<file path="src/cwac_pkg.sv">
package cwac_pkg;

	localparam int NUM_SUBJECTS_DEF = 16;
	localparam int NUM_OBJECTS_DEF  = 16;
	localparam int NUM_FIRMS_DEF    = 16;

	localparam int ID_W       = 4;
	localparam int MAP_W      = 64;
	localparam int SET_W      = 16;
	localparam int IN_USER_W  = 2;
	localparam int IN_DATA_W  = 16;
	localparam int OUT_DATA_W = 88;
	localparam int CFG_IDX_W  = 1;

	typedef enum logic [1:0] {
		REQ_READ  = 2'd0,
		REQ_WRITE = 2'd1,
		REQ_CLEAR = 2'd2,
		REQ_QUERY = 2'd3
	} req_type_t;

	typedef enum logic [CFG_IDX_W-1:0] {
		CFG_OBJECT_FIRM_MAP = 1'b0,
		CFG_FIRM_CLASS_MAP  = 1'b1
	} cfg_reg_t;

	typedef enum logic {
		ST_IDLE = 1'b0,
		ST_EVAL = 1'b1
	} ctrl_state_t;

	typedef struct packed {
		logic load;
		logic eval;
	} dp_cmd_t;

endpackage

</file>
<file path="src/cwac_datapath.sv">
module cwac_datapath #(
	parameter int NUM_SUBJECTS = cwac_pkg::NUM_SUBJECTS_DEF,
	parameter int NUM_OBJECTS  = cwac_pkg::NUM_OBJECTS_DEF,
	parameter int NUM_FIRMS    = cwac_pkg::NUM_FIRMS_DEF
) (
	input  logic                                      clk,
	input  logic                                      arst_n,
	input  cwac_pkg::dp_cmd_t                         cmd,
	input  logic [cwac_pkg::IN_USER_W-1:0]            in_user,
	input  logic [cwac_pkg::IN_DATA_W-1:0]            in_data,
	input  logic                                      cfg_wr,
	input  logic [cwac_pkg::CFG_IDX_W-1:0]            cfg_index,
	input  logic [cwac_pkg::MAP_W-1:0]                cfg_data,
	output logic [cwac_pkg::OUT_DATA_W-1:0]           out_data
);
	import cwac_pkg::*;

	localparam int SUBJ_DEPTH = (NUM_SUBJECTS < 16) ? NUM_SUBJECTS : 16;
	localparam int SAW = $clog2(SUBJ_DEPTH);
	localparam int OAW = $clog2(NUM_OBJECTS);
	localparam int PAD_W = OUT_DATA_W - 1 - 5 * SET_W;

	logic [MAP_W-1:0] fmap_q;
	logic [MAP_W-1:0] cmap_q;

	logic [SET_W-1:0] subj_rd_q [SUBJ_DEPTH];
	logic [SET_W-1:0] subj_wr_q [SUBJ_DEPTH];
	logic [SET_W-1:0] obj_rd_q  [NUM_OBJECTS];
	logic [SET_W-1:0] obj_wr_q  [NUM_OBJECTS];

	req_type_t         req_q;
	logic [ID_W-1:0]   sub_q;
	logic [ID_W-1:0]   obj_q;
	logic [ID_W-1:0]   fq_q;

	logic [SAW-1:0]    s_addr;
	logic [OAW-1:0]    o_addr;
	logic              s_ok;
	logic              o_ok;
	logic              is_access;
	logic              is_write;
	logic              allow;
	logic              rec;
	logic [ID_W-1:0]   tgt_firm;
	logic [ID_W-1:0]   tgt_class;
	logic [SET_W-1:0]  rs;
	logic [SET_W-1:0]  obj_bit;
	logic [SET_W-1:0]  sub_bit;
	logic [SET_W-1:0]  nxt_sr;
	logic [SET_W-1:0]  nxt_sw;
	logic [SET_W-1:0]  nxt_or;
	logic [SET_W-1:0]  nxt_ow;
	logic [SET_W-1:0]  bcase;
	logic              granted;

	logic [OUT_DATA_W-1:0] out_q;

	always_ff @(posedge clk or negedge arst_n) begin
		if (!arst_n) begin
			fmap_q <= '0;
			cmap_q <= '0;
		end else if (cfg_wr) begin
			unique case (cfg_reg_t'(cfg_index))
				CFG_OBJECT_FIRM_MAP: fmap_q <= cfg_data;
				CFG_FIRM_CLASS_MAP:  cmap_q <= cfg_data;
				default:             ;
			endcase
		end
	end

	always_ff @(posedge clk) begin
		if (cmd.load) begin
			req_q <= req_type_t'(in_user);
			sub_q <= in_data[ID_W-1:0];
			obj_q <= in_data[2*ID_W-1:ID_W];
			fq_q  <= in_data[3*ID_W-1:2*ID_W];
		end
	end

	assign s_addr    = SAW'(sub_q);
	assign o_addr    = OAW'(obj_q);
	assign s_ok      = {28'd0, sub_q} < 32'(NUM_SUBJECTS);
	assign o_ok      = {28'd0, obj_q} < 32'(NUM_OBJECTS);
	assign is_access = (req_q == REQ_READ) || (req_q == REQ_WRITE);
	assign is_write  = (req_q == REQ_WRITE);
	assign tgt_firm  = fmap_q[{obj_q, 2'b00} +: ID_W];
	assign tgt_class = cmap_q[{tgt_firm, 2'b00} +: ID_W];
	assign rs        = s_ok ? subj_rd_q[s_addr] : '0;
	assign obj_bit   = SET_W'(1) << obj_q;
	assign sub_bit   = SET_W'(1) << sub_q;

	always_comb begin
		logic [ID_W-1:0] fi;
		allow = 1'b1;
		bcase = '0;
		for (int i = 0; i < NUM_OBJECTS; i++) begin
			fi = fmap_q[4*i +: ID_W];
			if (rs[i]) begin
				if (is_write) begin
					if (fi != tgt_firm) allow = 1'b0;
				end else if (fi != tgt_firm && cmap_q[{fi, 2'b00} +: ID_W] == tgt_class) begin
					allow = 1'b0;
				end
			end
			if (({28'd0, fq_q} < 32'(NUM_FIRMS)) && fi == fq_q) bcase[i] = 1'b1;
		end
	end

	assign rec     = is_access && s_ok && o_ok && allow;
	assign granted = is_access ? rec : 1'b1;

	always_comb begin
		if (req_q == REQ_CLEAR) begin
			nxt_sr = '0;
			nxt_sw = '0;
			nxt_or = '0;
			nxt_ow = '0;
		end else begin
			nxt_sr = (s_ok ? subj_rd_q[s_addr] : '0) | (rec ? obj_bit : '0);
			nxt_sw = (s_ok ? subj_wr_q[s_addr] : '0) | ((rec && is_write) ? obj_bit : '0);
			nxt_or = (o_ok ? obj_rd_q[o_addr] : '0) | (rec ? sub_bit : '0);
			nxt_ow = (o_ok ? obj_wr_q[o_addr] : '0) | ((rec && is_write) ? sub_bit : '0);
		end
	end

	always_ff @(posedge clk or negedge arst_n) begin
		if (!arst_n) begin
			for (int i = 0; i < SUBJ_DEPTH; i++) begin
				subj_rd_q[i] <= '0;
				subj_wr_q[i] <= '0;
			end
			for (int j = 0; j < NUM_OBJECTS; j++) begin
				obj_rd_q[j] <= '0;
				obj_wr_q[j] <= '0;
			end
		end else if (cmd.eval) begin
			if (req_q == REQ_CLEAR) begin
				for (int i = 0; i < SUBJ_DEPTH; i++) begin
					subj_rd_q[i] <= '0;
					subj_wr_q[i] <= '0;
				end
				for (int j = 0; j < NUM_OBJECTS; j++) begin
					obj_rd_q[j] <= '0;
					obj_wr_q[j] <= '0;
				end
			end else if (rec) begin
				subj_rd_q[s_addr] <= nxt_sr;
				subj_wr_q[s_addr] <= nxt_sw;
				obj_rd_q[o_addr]  <= nxt_or;
				obj_wr_q[o_addr]  <= nxt_ow;
			end
		end
	end

	always_ff @(posedge clk) begin
		if (cmd.eval) begin
			out_q <= {{PAD_W{1'b0}}, bcase, nxt_ow, nxt_or, nxt_sw, nxt_sr, granted};
		end
	end

	assign out_data = out_q;

endmodule

</file>
<file path="src/cwac_ctrl.sv">
module cwac_ctrl (
	input  logic              clk,
	input  logic              arst_n,
	input  logic              in_valid,
	output logic              in_ready,
	output logic              out_valid,
	input  logic              out_ready,
	output cwac_pkg::dp_cmd_t cmd
);
	import cwac_pkg::*;

	ctrl_state_t state_q;
	ctrl_state_t state_nxt;
	logic        out_valid_q;
	logic        out_free;

	assign out_free = !out_valid_q || out_ready;

	always_comb begin
		state_nxt = state_q;
		unique case (state_q)
			ST_IDLE: if (in_valid) state_nxt = ST_EVAL;
			ST_EVAL: if (out_free) state_nxt = ST_IDLE;
			default: state_nxt = ST_IDLE;
		endcase
	end

	always_comb begin
		in_ready = 1'b0;
		cmd      = '0;
		unique case (state_q)
			ST_IDLE: begin
				in_ready = 1'b1;
				cmd.load = in_valid;
			end
			ST_EVAL: cmd.eval = out_free;
			default: ;
		endcase
	end

	always_ff @(posedge clk or negedge arst_n) begin
		if (!arst_n) begin
			state_q     <= ST_IDLE;
			out_valid_q <= 1'b0;
		end else begin
			state_q <= state_nxt;
			if (cmd.eval) begin
				out_valid_q <= 1'b1;
			end else if (out_ready) begin
				out_valid_q <= 1'b0;
			end
		end
	end

	assign out_valid = out_valid_q;

	a_eval_room: assert property (@(posedge clk) disable iff (!arst_n)
		cmd.eval |-> (!out_valid_q || out_ready))
		else $error("Result overwritten before it was taken.");

	a_load_to_eval: assert property (@(posedge clk) disable iff (!arst_n)
		cmd.load |=> (state_q == ST_EVAL))
		else $error("Accepted request did not move to evaluation.");

	a_eval_gives_result: assert property (@(posedge clk) disable iff (!arst_n)
		cmd.eval |=> out_valid_q)
		else $error("Evaluated request produced no result.");

	a_result_from_eval: assert property (@(posedge clk) disable iff (!arst_n)
		$rose(out_valid_q) |-> ($past(state_q) == ST_EVAL))
		else $error("Result appeared without an evaluation.");

endmodule

</file>
<file path="src/chinese_wall_access_checker_core.sv">
// Channel   Direction  Handshake                       Contents
// s_axis    in         s_axis_tvalid / s_axis_tready   one access request
// m_axis    out        m_axis_tvalid / m_axis_tready   grant bit, history bitmaps and briefcase
// cfg       in         cfg_valid / cfg_ready           register index and 64-bit data
//
// A request is captured in the idle state, then decided in the evaluation state, which
// also updates the history sets; a new request is accepted only once that is done.
// The output register lets a new request be captured while a result waits.
// A stalled result holds the evaluation stage until the result is taken.
// Reset clears the history sets and both maps; the configuration port is always ready.
module chinese_wall_access_checker_core #(
	parameter int NUM_SUBJECTS = cwac_pkg::NUM_SUBJECTS_DEF,
	parameter int NUM_OBJECTS  = cwac_pkg::NUM_OBJECTS_DEF,
	parameter int NUM_FIRMS    = cwac_pkg::NUM_FIRMS_DEF
) (
	input  logic                                  clk,
	input  logic                                  arst_n,
	input  logic                                  s_axis_tvalid,
	output logic                                  s_axis_tready,
	// req_type
	input  logic [cwac_pkg::IN_USER_W-1:0]        s_axis_tuser,
	// subject_index, object_index, firm_query, zero pad
	input  logic [cwac_pkg::IN_DATA_W-1:0]        s_axis_tdata,
	output logic                                  m_axis_tvalid,
	input  logic                                  m_axis_tready,
	// granted, subject_reads, subject_writes, object_readers, object_writers,
	// briefcase, zero pad
	output logic [cwac_pkg::OUT_DATA_W-1:0]       m_axis_tdata,
	input  logic                                  cfg_valid,
	output logic                                  cfg_ready,
	input  logic [cwac_pkg::CFG_IDX_W-1:0]        cfg_index,
	input  logic [cwac_pkg::MAP_W-1:0]            cfg_data
);
	import cwac_pkg::*;

	dp_cmd_t cmd;

	assign cfg_ready = 1'b1;

	cwac_ctrl u_ctrl (
		.clk       (clk),
		.arst_n    (arst_n),
		.in_valid  (s_axis_tvalid),
		.in_ready  (s_axis_tready),
		.out_valid (m_axis_tvalid),
		.out_ready (m_axis_tready),
		.cmd       (cmd)
	);

	cwac_datapath #(
		.NUM_SUBJECTS (NUM_SUBJECTS),
		.NUM_OBJECTS  (NUM_OBJECTS),
		.NUM_FIRMS    (NUM_FIRMS)
	) u_datapath (
		.clk       (clk),
		.arst_n    (arst_n),
		.cmd       (cmd),
		.in_user   (s_axis_tuser),
		.in_data   (s_axis_tdata),
		.cfg_wr    (cfg_valid && cfg_ready),
		.cfg_index (cfg_index),
		.cfg_data  (cfg_data),
		.out_data  (m_axis_tdata)
	);

endmodule

</file>
<file path="config.mk">
export PLATFORM = sky130hd
export DESIGN_NAME = chinese_wall_access_checker_core
export DESIGN_NICKNAME = d
export VERILOG_FILES = /design/src/cwac_pkg.sv /design/src/cwac_datapath.sv /design/src/cwac_ctrl.sv /design/src/chinese_wall_access_checker_core.sv
export SDC_FILE = /design/constraint.sdc
export NUM_CORES = 2
export LEC_CHECK = 0
export BUFFER_PORTS_ARGS = -buffer_cell sky130_fd_sc_hd__buf_2
export CORE_MARGIN = 1
export CORE_UTILIZATION = 40
export DETAILED_ROUTE_END_ITERATION = 8
export GPL_ROUTABILITY_DRIVEN = 0
export GPL_TIMING_DRIVEN = 0
export HOLD_SLACK_MARGIN = 0.08
export PLACE_DENSITY = 0.58
export REMOVE_ABC_BUFFERS = 1
export SETUP_SLACK_MARGIN = 0.3
export SYNTH_ARGS = -nofsm -noshare
export SYNTH_HDL_FRONTEND = slang
export SYNTH_SLANG_ARGS = --single-unit
</file>
<file path="constraint.sdc">
create_clock -name clk -period 7.4 [get_ports clk]
set_input_delay 1.11 -clock clk [delete_from_list [all_inputs] [get_ports clk]]
set_output_delay 1.11 -clock clk [all_outputs]
set_load 0.1 [all_outputs]
</file>
# [After elaboration in Yosys (flattened, before gate mapping)]
# Cells that the tools add are included.
[totals] register_bits=1249 input_bits=88 output_inout_bits=91 wordCells=309
[op_classes] magnitude_cmp=4 eq_ne=50 n_shift=20 muxes=124 bitwise_logic=8 n_reduce_logical=29
[ops] operator="$mux 256" count=8
[ops] operator="$shiftx 64x7->4" count=18
[ops] operator="$bwmux 256" count=4
[ops] operator="$mux 16" count=18
[ops] operator="$bmux 16 s4" count=4
[ops] operator="$demux 16 s4" count=2
[ops] operator="$eq 4x4->1" count=32
[ops] operator="$mux 1" count=87
[ops] operator="$ne 4x4->1" count=16
[ops] operator="$or 16x16->16" count=4
[ops] operator="$shl 1x4->16 const A" count=2
[ops] operator="$logic_and 1x1->1" count=20
[ops] operator="$ge 5x5->1 const B" count=2
[ops] operator="$lt 5x1->1 const B" count=2
[ops] operator="$not 4->5" count=2
[ops] operator="$reduce_and 2->1" count=3
[ops] operator="$reduce_bool 2->1" count=2
[ops] operator="$eq 2x1->1 const B" count=1
[ops] operator="$eq 2x2->1 const B" count=1
[ops] operator="$logic_not 2->1" count=1
[ops] operator="$logic_or 1x1->1" count=2
[ops] operator="$not 1->1" count=2
[ops] operator="$pmux 1 s2" count=1
[ops] operator="$logic_not 1->1" count=1

# [Depth between registers and ports, before layout]
[logic_depth] depth_word=60 ltp_mapped=22

# [By module]
# Synthesis repeated with hierarchy kept, for this count alone.
[hier_totals] cells_unflattened=5122 hier_area_um2=69823.2
[by_module_without_submodules] module="cwac_datapath" instances=1 cells_per_inst=5112 area_each_um2=69718.1 seq_area_each_um2=31680.4
[by_module_without_submodules] module="cwac_ctrl" instances=1 cells_per_inst=8 area_each_um2=93.8 seq_area_each_um2=50.0
[by_module_without_submodules] module="chinese_wall_access_checker_core" instances=1 cells_per_inst=2 area_each_um2=11.3 seq_area_each_um2=0.0

# [Worst setup path before layout]
# OpenSTA, ideal clock, no wires.
[synth_timing] kind="input to register" from="in m_axis_tready" to="reg u_datapath.obj_wr_q[245] (netlist bit)" arrival_ps=6192 path_slack_ps=1086 stages=8 n_path_buf=2 path_cell_list="nand2b_1 and2_1 clkbuf_1 nand2_1 nor3_1 a21boi_1 buf_2 a32o_1"
[synth_rtl] item="start, declared" line_no="chinese_wall_access_checker_core.sv:25" rtl="input logic m_axis_tready,"
[synth_rtl] item="end signal, assigned by index" line_no="cwac_datapath.sv:150" rtl="obj_wr_q[o_addr] <= nxt_ow;"
[synth_rtl] item="end, declared" line_no="cwac_datapath.sv:29" rtl="logic [SET_W-1:0] obj_wr_q [NUM_OBJECTS];"

# [Final worst setup path]
[layout_timing] from="reg u_datapath.fmap_q[10]" to="reg u_datapath.out_q[3] (netlist: u_datapath.out_data[3]) (data pin)"
[layout_between] elab_chain_len=56 word_cells_on_any_way=119
[layout_lines] item="start, declared" line_no="cwac_datapath.sv:23" rtl="logic [MAP_W-1:0] fmap_q;"
[layout_lines] item="start signal, assigned" line_no="cwac_datapath.sv:64" rtl="CFG_OBJECT_FIRM_MAP: fmap_q <= cfg_data;"
[layout_lines] item="$shiftx 64x7->4" line_no="cwac_datapath.sv:86" rtl="assign tgt_firm = fmap_q[{obj_q, 2'b00} +: ID_W];"
[layout_lines] item="$shiftx 64x7->4" line_no="cwac_datapath.sv:87" rtl="assign tgt_class = cmap_q[{tgt_firm, 2'b00} +: ID_W];"
[layout_lines] item="$eq 4x4->1" line_no="cwac_datapath.sv:101" rtl="end else if (fi != tgt_firm && cmap_q[{fi, 2'b00} +: ID_W] == tgt_class) begin"
[layout_lines] item="$logic_and 1x1->1" line_no="cwac_datapath.sv:101"
[layout_lines] item="$mux 1" line_no="cwac_datapath.sv:101"
[layout_lines] item="$mux 1" line_no="cwac_datapath.sv:99" rtl="if (is_write) begin"
[layout_lines] item="$mux 1" line_no="cwac_datapath.sv:98" rtl="if (rs[i]) begin"
[layout_lines] item="$mux 1 (on tied branches)" line_no="cwac_datapath.sv:101, cwac_datapath.sv:100"
[layout_lines] item="[41 not listed]"
[layout_lines] item="$mux 1 (on tied branches)" line_no="cwac_datapath.sv:101, cwac_datapath.sv:100"
[layout_lines] item="$mux 1" line_no="cwac_datapath.sv:99"
[layout_lines] item="$mux 1 (*)" line_no="cwac_datapath.sv:98"
[layout_lines] item="$logic_and 1x1->1 (*)" line_no="cwac_datapath.sv:109" rtl="assign rec = is_access && s_ok && o_ok && allow;"
[layout_lines] item="$mux 16 (*)" line_no="cwac_datapath.sv:119" rtl="nxt_sr = (s_ok ? subj_rd_q[s_addr] : '0) | (rec ? obj_bit : '0);"
[layout_lines] item="$or 16x16->16 (*)" line_no="cwac_datapath.sv:119"
[layout_lines] item="$mux 16 (*)" line_no="cwac_datapath.sv:113" rtl="if (req_q == REQ_CLEAR) begin"
[layout_lines] item="via u_datapath.nxt_sr[2]" line_no="cwac_datapath.sv:49" rtl="logic [SET_W-1:0] nxt_sr;"
[layout_lines] item="end signal, assigned" line_no="cwac_datapath.sv:157" rtl="out_q <= {{PAD_W{1'b0}}, bcase, nxt_ow, nxt_or, nxt_sw, nxt_sr, granted};"
[layout_lines] item="end, declared" line_no="cwac_datapath.sv:56" rtl="logic [OUT_DATA_W-1:0] out_q;"
# The timed path passes the listed nets; every way through them passes the cells marked *.
# A chain may end at the register's enable or synchronous reset.

==> results_dict.tcl <==
set metrics [dict create \
    die-area_um2 169000 \
    cts.path.max_buffers 3 \
    reg2reg_slack_ns 0.42 \
    vdd_ir_drop_max_mv 0.2253 \
    synth_area_per_cell_um2 13.49 \
    max_freq_ghz 0.1433 \
    fin_nets 4867 \
    yosysTopAreaCell "dfrtp_1" \
    outcome "finished, final reports clean" \
    grt_pass1_vias 47990 \
    pin_count 179 \
    rows 149 \
    routed_wirelength_um 217200 \
    finalClockSkew_ns 0.04649 \
    crit_start "u_datapath.fmap_q[10]" \
    clkLatencyLatePin_ns 0.79 \
    hold_violations 0 \
    critPathRequiredTime_ns 7.81 \
    grt_max_degree 170 \
    num_vias 47960 \
    final.setup.worst_slack_ns 0.4211 \
    port_buffers 166 \
    ant_nets 0 \
    cts_tree "built" \
    initial_core_util 0.4043 \
    async_flop_share 0.9239 \
    worst_slew_margin_rel 0.08609 \
    placed_cells 6799 \
    crit_path_end_kind "flop" \
    p_total_uw 22390 \
    power_density_nw_per_um2 291.3 \
    p_sw_uw 8305 \
    final_util 0.4643 \
    die_w_um 411.1 \
    fill_cells 14570 \
    synth_area_um2 66940 \
    grt_pass1_wl_um 326300 \
    cts_buffers 138 \
    synth_top_flop_cell "dfrtp_1" \
    drv_cap 0 \
    avgRoutedWirePerCell_um 30.69 \
    yosys.area.top_type_share 0.4314 \
    cts-root-buf "clkbuf_16" \
    fp.coreArea_um2 165500 \
    timing.final.crit_share 0.9431 \
    layout-area-overhead-vs-synth_pct 14.82 \
    synth_warnings 0 \
    worstMarginPinSlew_ns 1.368 \
    setup_viol 0 \
    p_sw_frac 0.3709 \
    critPathMaxFanout 24 \
    internal_power_uw 14080 \
    hold_buffers 0 \
    drt_first_iter_violations 5245 \
    h-tree-depth 4 \
    rsz0062_at_grt "yes" \
    ys_ff_latch 1249 \
    hp-class "in2async" \
    combPwrFrac 0.313 \
    reg2reg_to "u_datapath.out_data[3]" \
    critPathLaunchType "flop" \
    antenna_found_initial 7 \
    gr-total-overflow 0 \
    drive_gt1_frac 0.3209 \
    synth-seq-area-share 0.4740 \
    reg2reg_depth 15 \
    clkPwrFrac 0.316 \
    synth_area_leaders "dfrtp_1 43%, mux4_2 22%, a32o_1 7.2%" \
    drc_errors 0 \
    firstDrtPassIters 7 \
    leakage_uw 0.03116 \
    cp.arrival_ns 7.39 \
    slew_violations 0 \
    place_ws_ns -2.724 \
    dp_hpwl_um 134900 \
    clock_sinks 1249 \
    tns_ns 0 \
    ys_types 80 \
    critPathKind "reg2reg" \
    die_h_um 411.1 \
    synth-edff-count 95 \
    clk_pin_slew_ns 0.06 \
    synthCells 4963 \
    groute.usage.overall 0.2561 \
    pwr-share-seq 0.371 \
    reg2reg_from "u_datapath.fmap_q[10]" \
    post_drt_via_cell_ratio 6.776 \
    period_needed_ns 6.979 \
    critPathCapture "u_datapath.out_data[3]" \
    fin_cells 7077 \
]
==> power by group through the flow <==
stage	Sequential (µW)	Clock (µW)	Combinational, µW
after global placement	8780	0	5970
after floorplan	9230	0	3360
after detailed placement	8400	0	6810
after global routing	8350	7470	7290
final	8310	7080	7000
after CTS	8270	7200	6900
==> state kept, by name, indices dropped and copies added, names as in the netlist <==
signal                flops
u_datapath.s_addr         4
u_datapath.out_data      81
u_datapath.cmap_q        64
u_datapath.obj_wr_q     256
u_datapath.fq_q           4
u_datapath.subj_wr_q    256
u_datapath.subj_rd_q    256
u_ctrl.out_valid          1
u_datapath.req_q          2
u_datapath.fmap_q        64
u_ctrl.state_q            1
u_datapath.o_addr         4
u_datapath.obj_rd_q     256
==> synthesized netlist by cell type (12+ instances only) <==
cell type / instances
mux2i_1: 171
a32o_1: 480
nand4_1: 16
and3_1: 31
a21oi_1: 14
clkbuf_1: 465
xnor2_1: 60
mux2_2: 128
mux4_2: 649
o41ai_1: 15
nand3_1: 363
o21ai_0: 321
dfrtp_1: 1154
nand2_1: 213
edfxtp_1: 95
o2bb2ai_1: 44
o2bb2ai_2: 20
xor2_1: 120
nor2_1: 69
o21ai_1: 12
buf_2: 116
a31oi_1: 30
buf_4: 22
o21ai_2: 29
and2_1: 25
nor4_1: 36
buf_1: 61
a22o_1: 34
==> final cells by class <==
class | instances | area [µm²] | area share
Antenna cell | 1 | 2.502 | 0.00003256
Clock buffer | 206 | 4094 | 0.05327
Clock inverter | 42 | 554.3 | 0.007212
Inverter | 6 | 23.77 | 0.0003093
Multi-Input combinational cell | 3038 | 33050 | 0.4300
Sequential cell | 1249 | 31750 | 0.4131
Tap cell | 2189 | 2739 | 0.03564
Timing Repair Buffer | 346 | 4644 | 0.06043
==> critical path, cell delays in order, from the launching register on <==
cell and delay [ns]:
dfrtp_1 0.75, mux4_2 0.68, a22oi_1 0.41, nand2_4 0.35
nand3_1 0.41, a211oi_1 0.10, nor4_1 0.85, nand2_1 0.22
a311oi_1 0.44, nand4_1 0.21, nand4_1 0.33, or3_1 0.27
nor2_4 0.07, buf_12 0.17, a31oi_1 1.00, nor2_1 0.31
==> placed cells by master, fill, tap and decap left out, types with 11 or more instances in the layout <==
master	Yosys	layout
dfrtp_1	1154	1137
mux4_2	649	649
a32o_1	480	480
nand3_1	363	344
o21ai_0	321	321
nand2_1	213	208
mux2i_1	171	171
buf_2	116	165
clkbuf_16	0	142
mux2_2	128	128
xor2_1	120	120
edfxtp_1	95	95
buf_16	0	89
xnor2_1	60	60
o2bb2ai_1	44	44
nor2_1	69	39
nor4_1	36	36
buf_12	2	35
a22o_1	34	34
clkbuf_1	465	34
and3_1	31	31
clkbuf_8	0	30
o21ai_2	29	29
nor2_2	1	28
buf_8	2	28
a31oi_2	1	24
buf_4	22	21
o2bb2ai_2	20	20
clkinv_2	0	19
nand3_4	0	19
dfrtp_2	0	17
nand4_1	16	16
and2_2	0	15
o41ai_1	15	14
a21oi_1	14	12
o21ai_1	12	12
o22ai_1	11	11
==> routing by layer <==
layer / part of all wire / GRT usage
met1: 0.41 / 0.3581
met2: 0.46 / 0.3909
met3: 0.089 / 0.05333
met4: 0.040 / 0.1007
met5: 0.00030 / 0
==> logic make-up after synthesis <==
kind of cell	count (synthesis)	share of synthesized area
AO/OA/AOI/OAI	1076	0.1315
XOR/XNOR	180	0.02355
buffers and inverters	683	0.04354
flip-flops	1249	0.4740
multiplexers	950	0.2663
other	2	0.0001122
AND/OR/NAND/NOR	823	0.06096
==> worst min path at each step <==
stage                               from                   endpoint  depth (start not counted)
6_report                          arst_n   u_datapath.obj_wr_q[132]                          1
3_5_place_dp   u_datapath.subj_rd_q[163]  u_datapath.subj_rd_q[163]                          1
5_1_grt                           arst_n   u_datapath.obj_wr_q[132]                          1
3_3_place_gp   u_datapath.subj_rd_q[139]  u_datapath.subj_rd_q[139]                          1
2_1_floorplan  u_datapath.subj_rd_q[128]  u_datapath.subj_rd_q[128]                          1
4_1_cts                           arst_n   u_datapath.obj_wr_q[222]                          1
==> metrics by stage <==
step / hold WS (ns) / instance area (µm²)
after global placement: 0.4659 / 67640
after detailed placement: 0.4686 / 71460
after CTS: 0.3475 / 76490
after global routing: 0.3683 / 76850
after floorplan: 0.4511 / 64070
final: 0.2897 / 76860
==> what timing repair did <==
item / in CTS / in global routing
setup buffers: 10 / 16
cloned: 1 / 0
gates resized for setup: 65 / 21
pin swaps: 4 / 6
setup endpoints to repair: 1089 / 1007
Note: power is estimated with default switching activity, not from simulation.
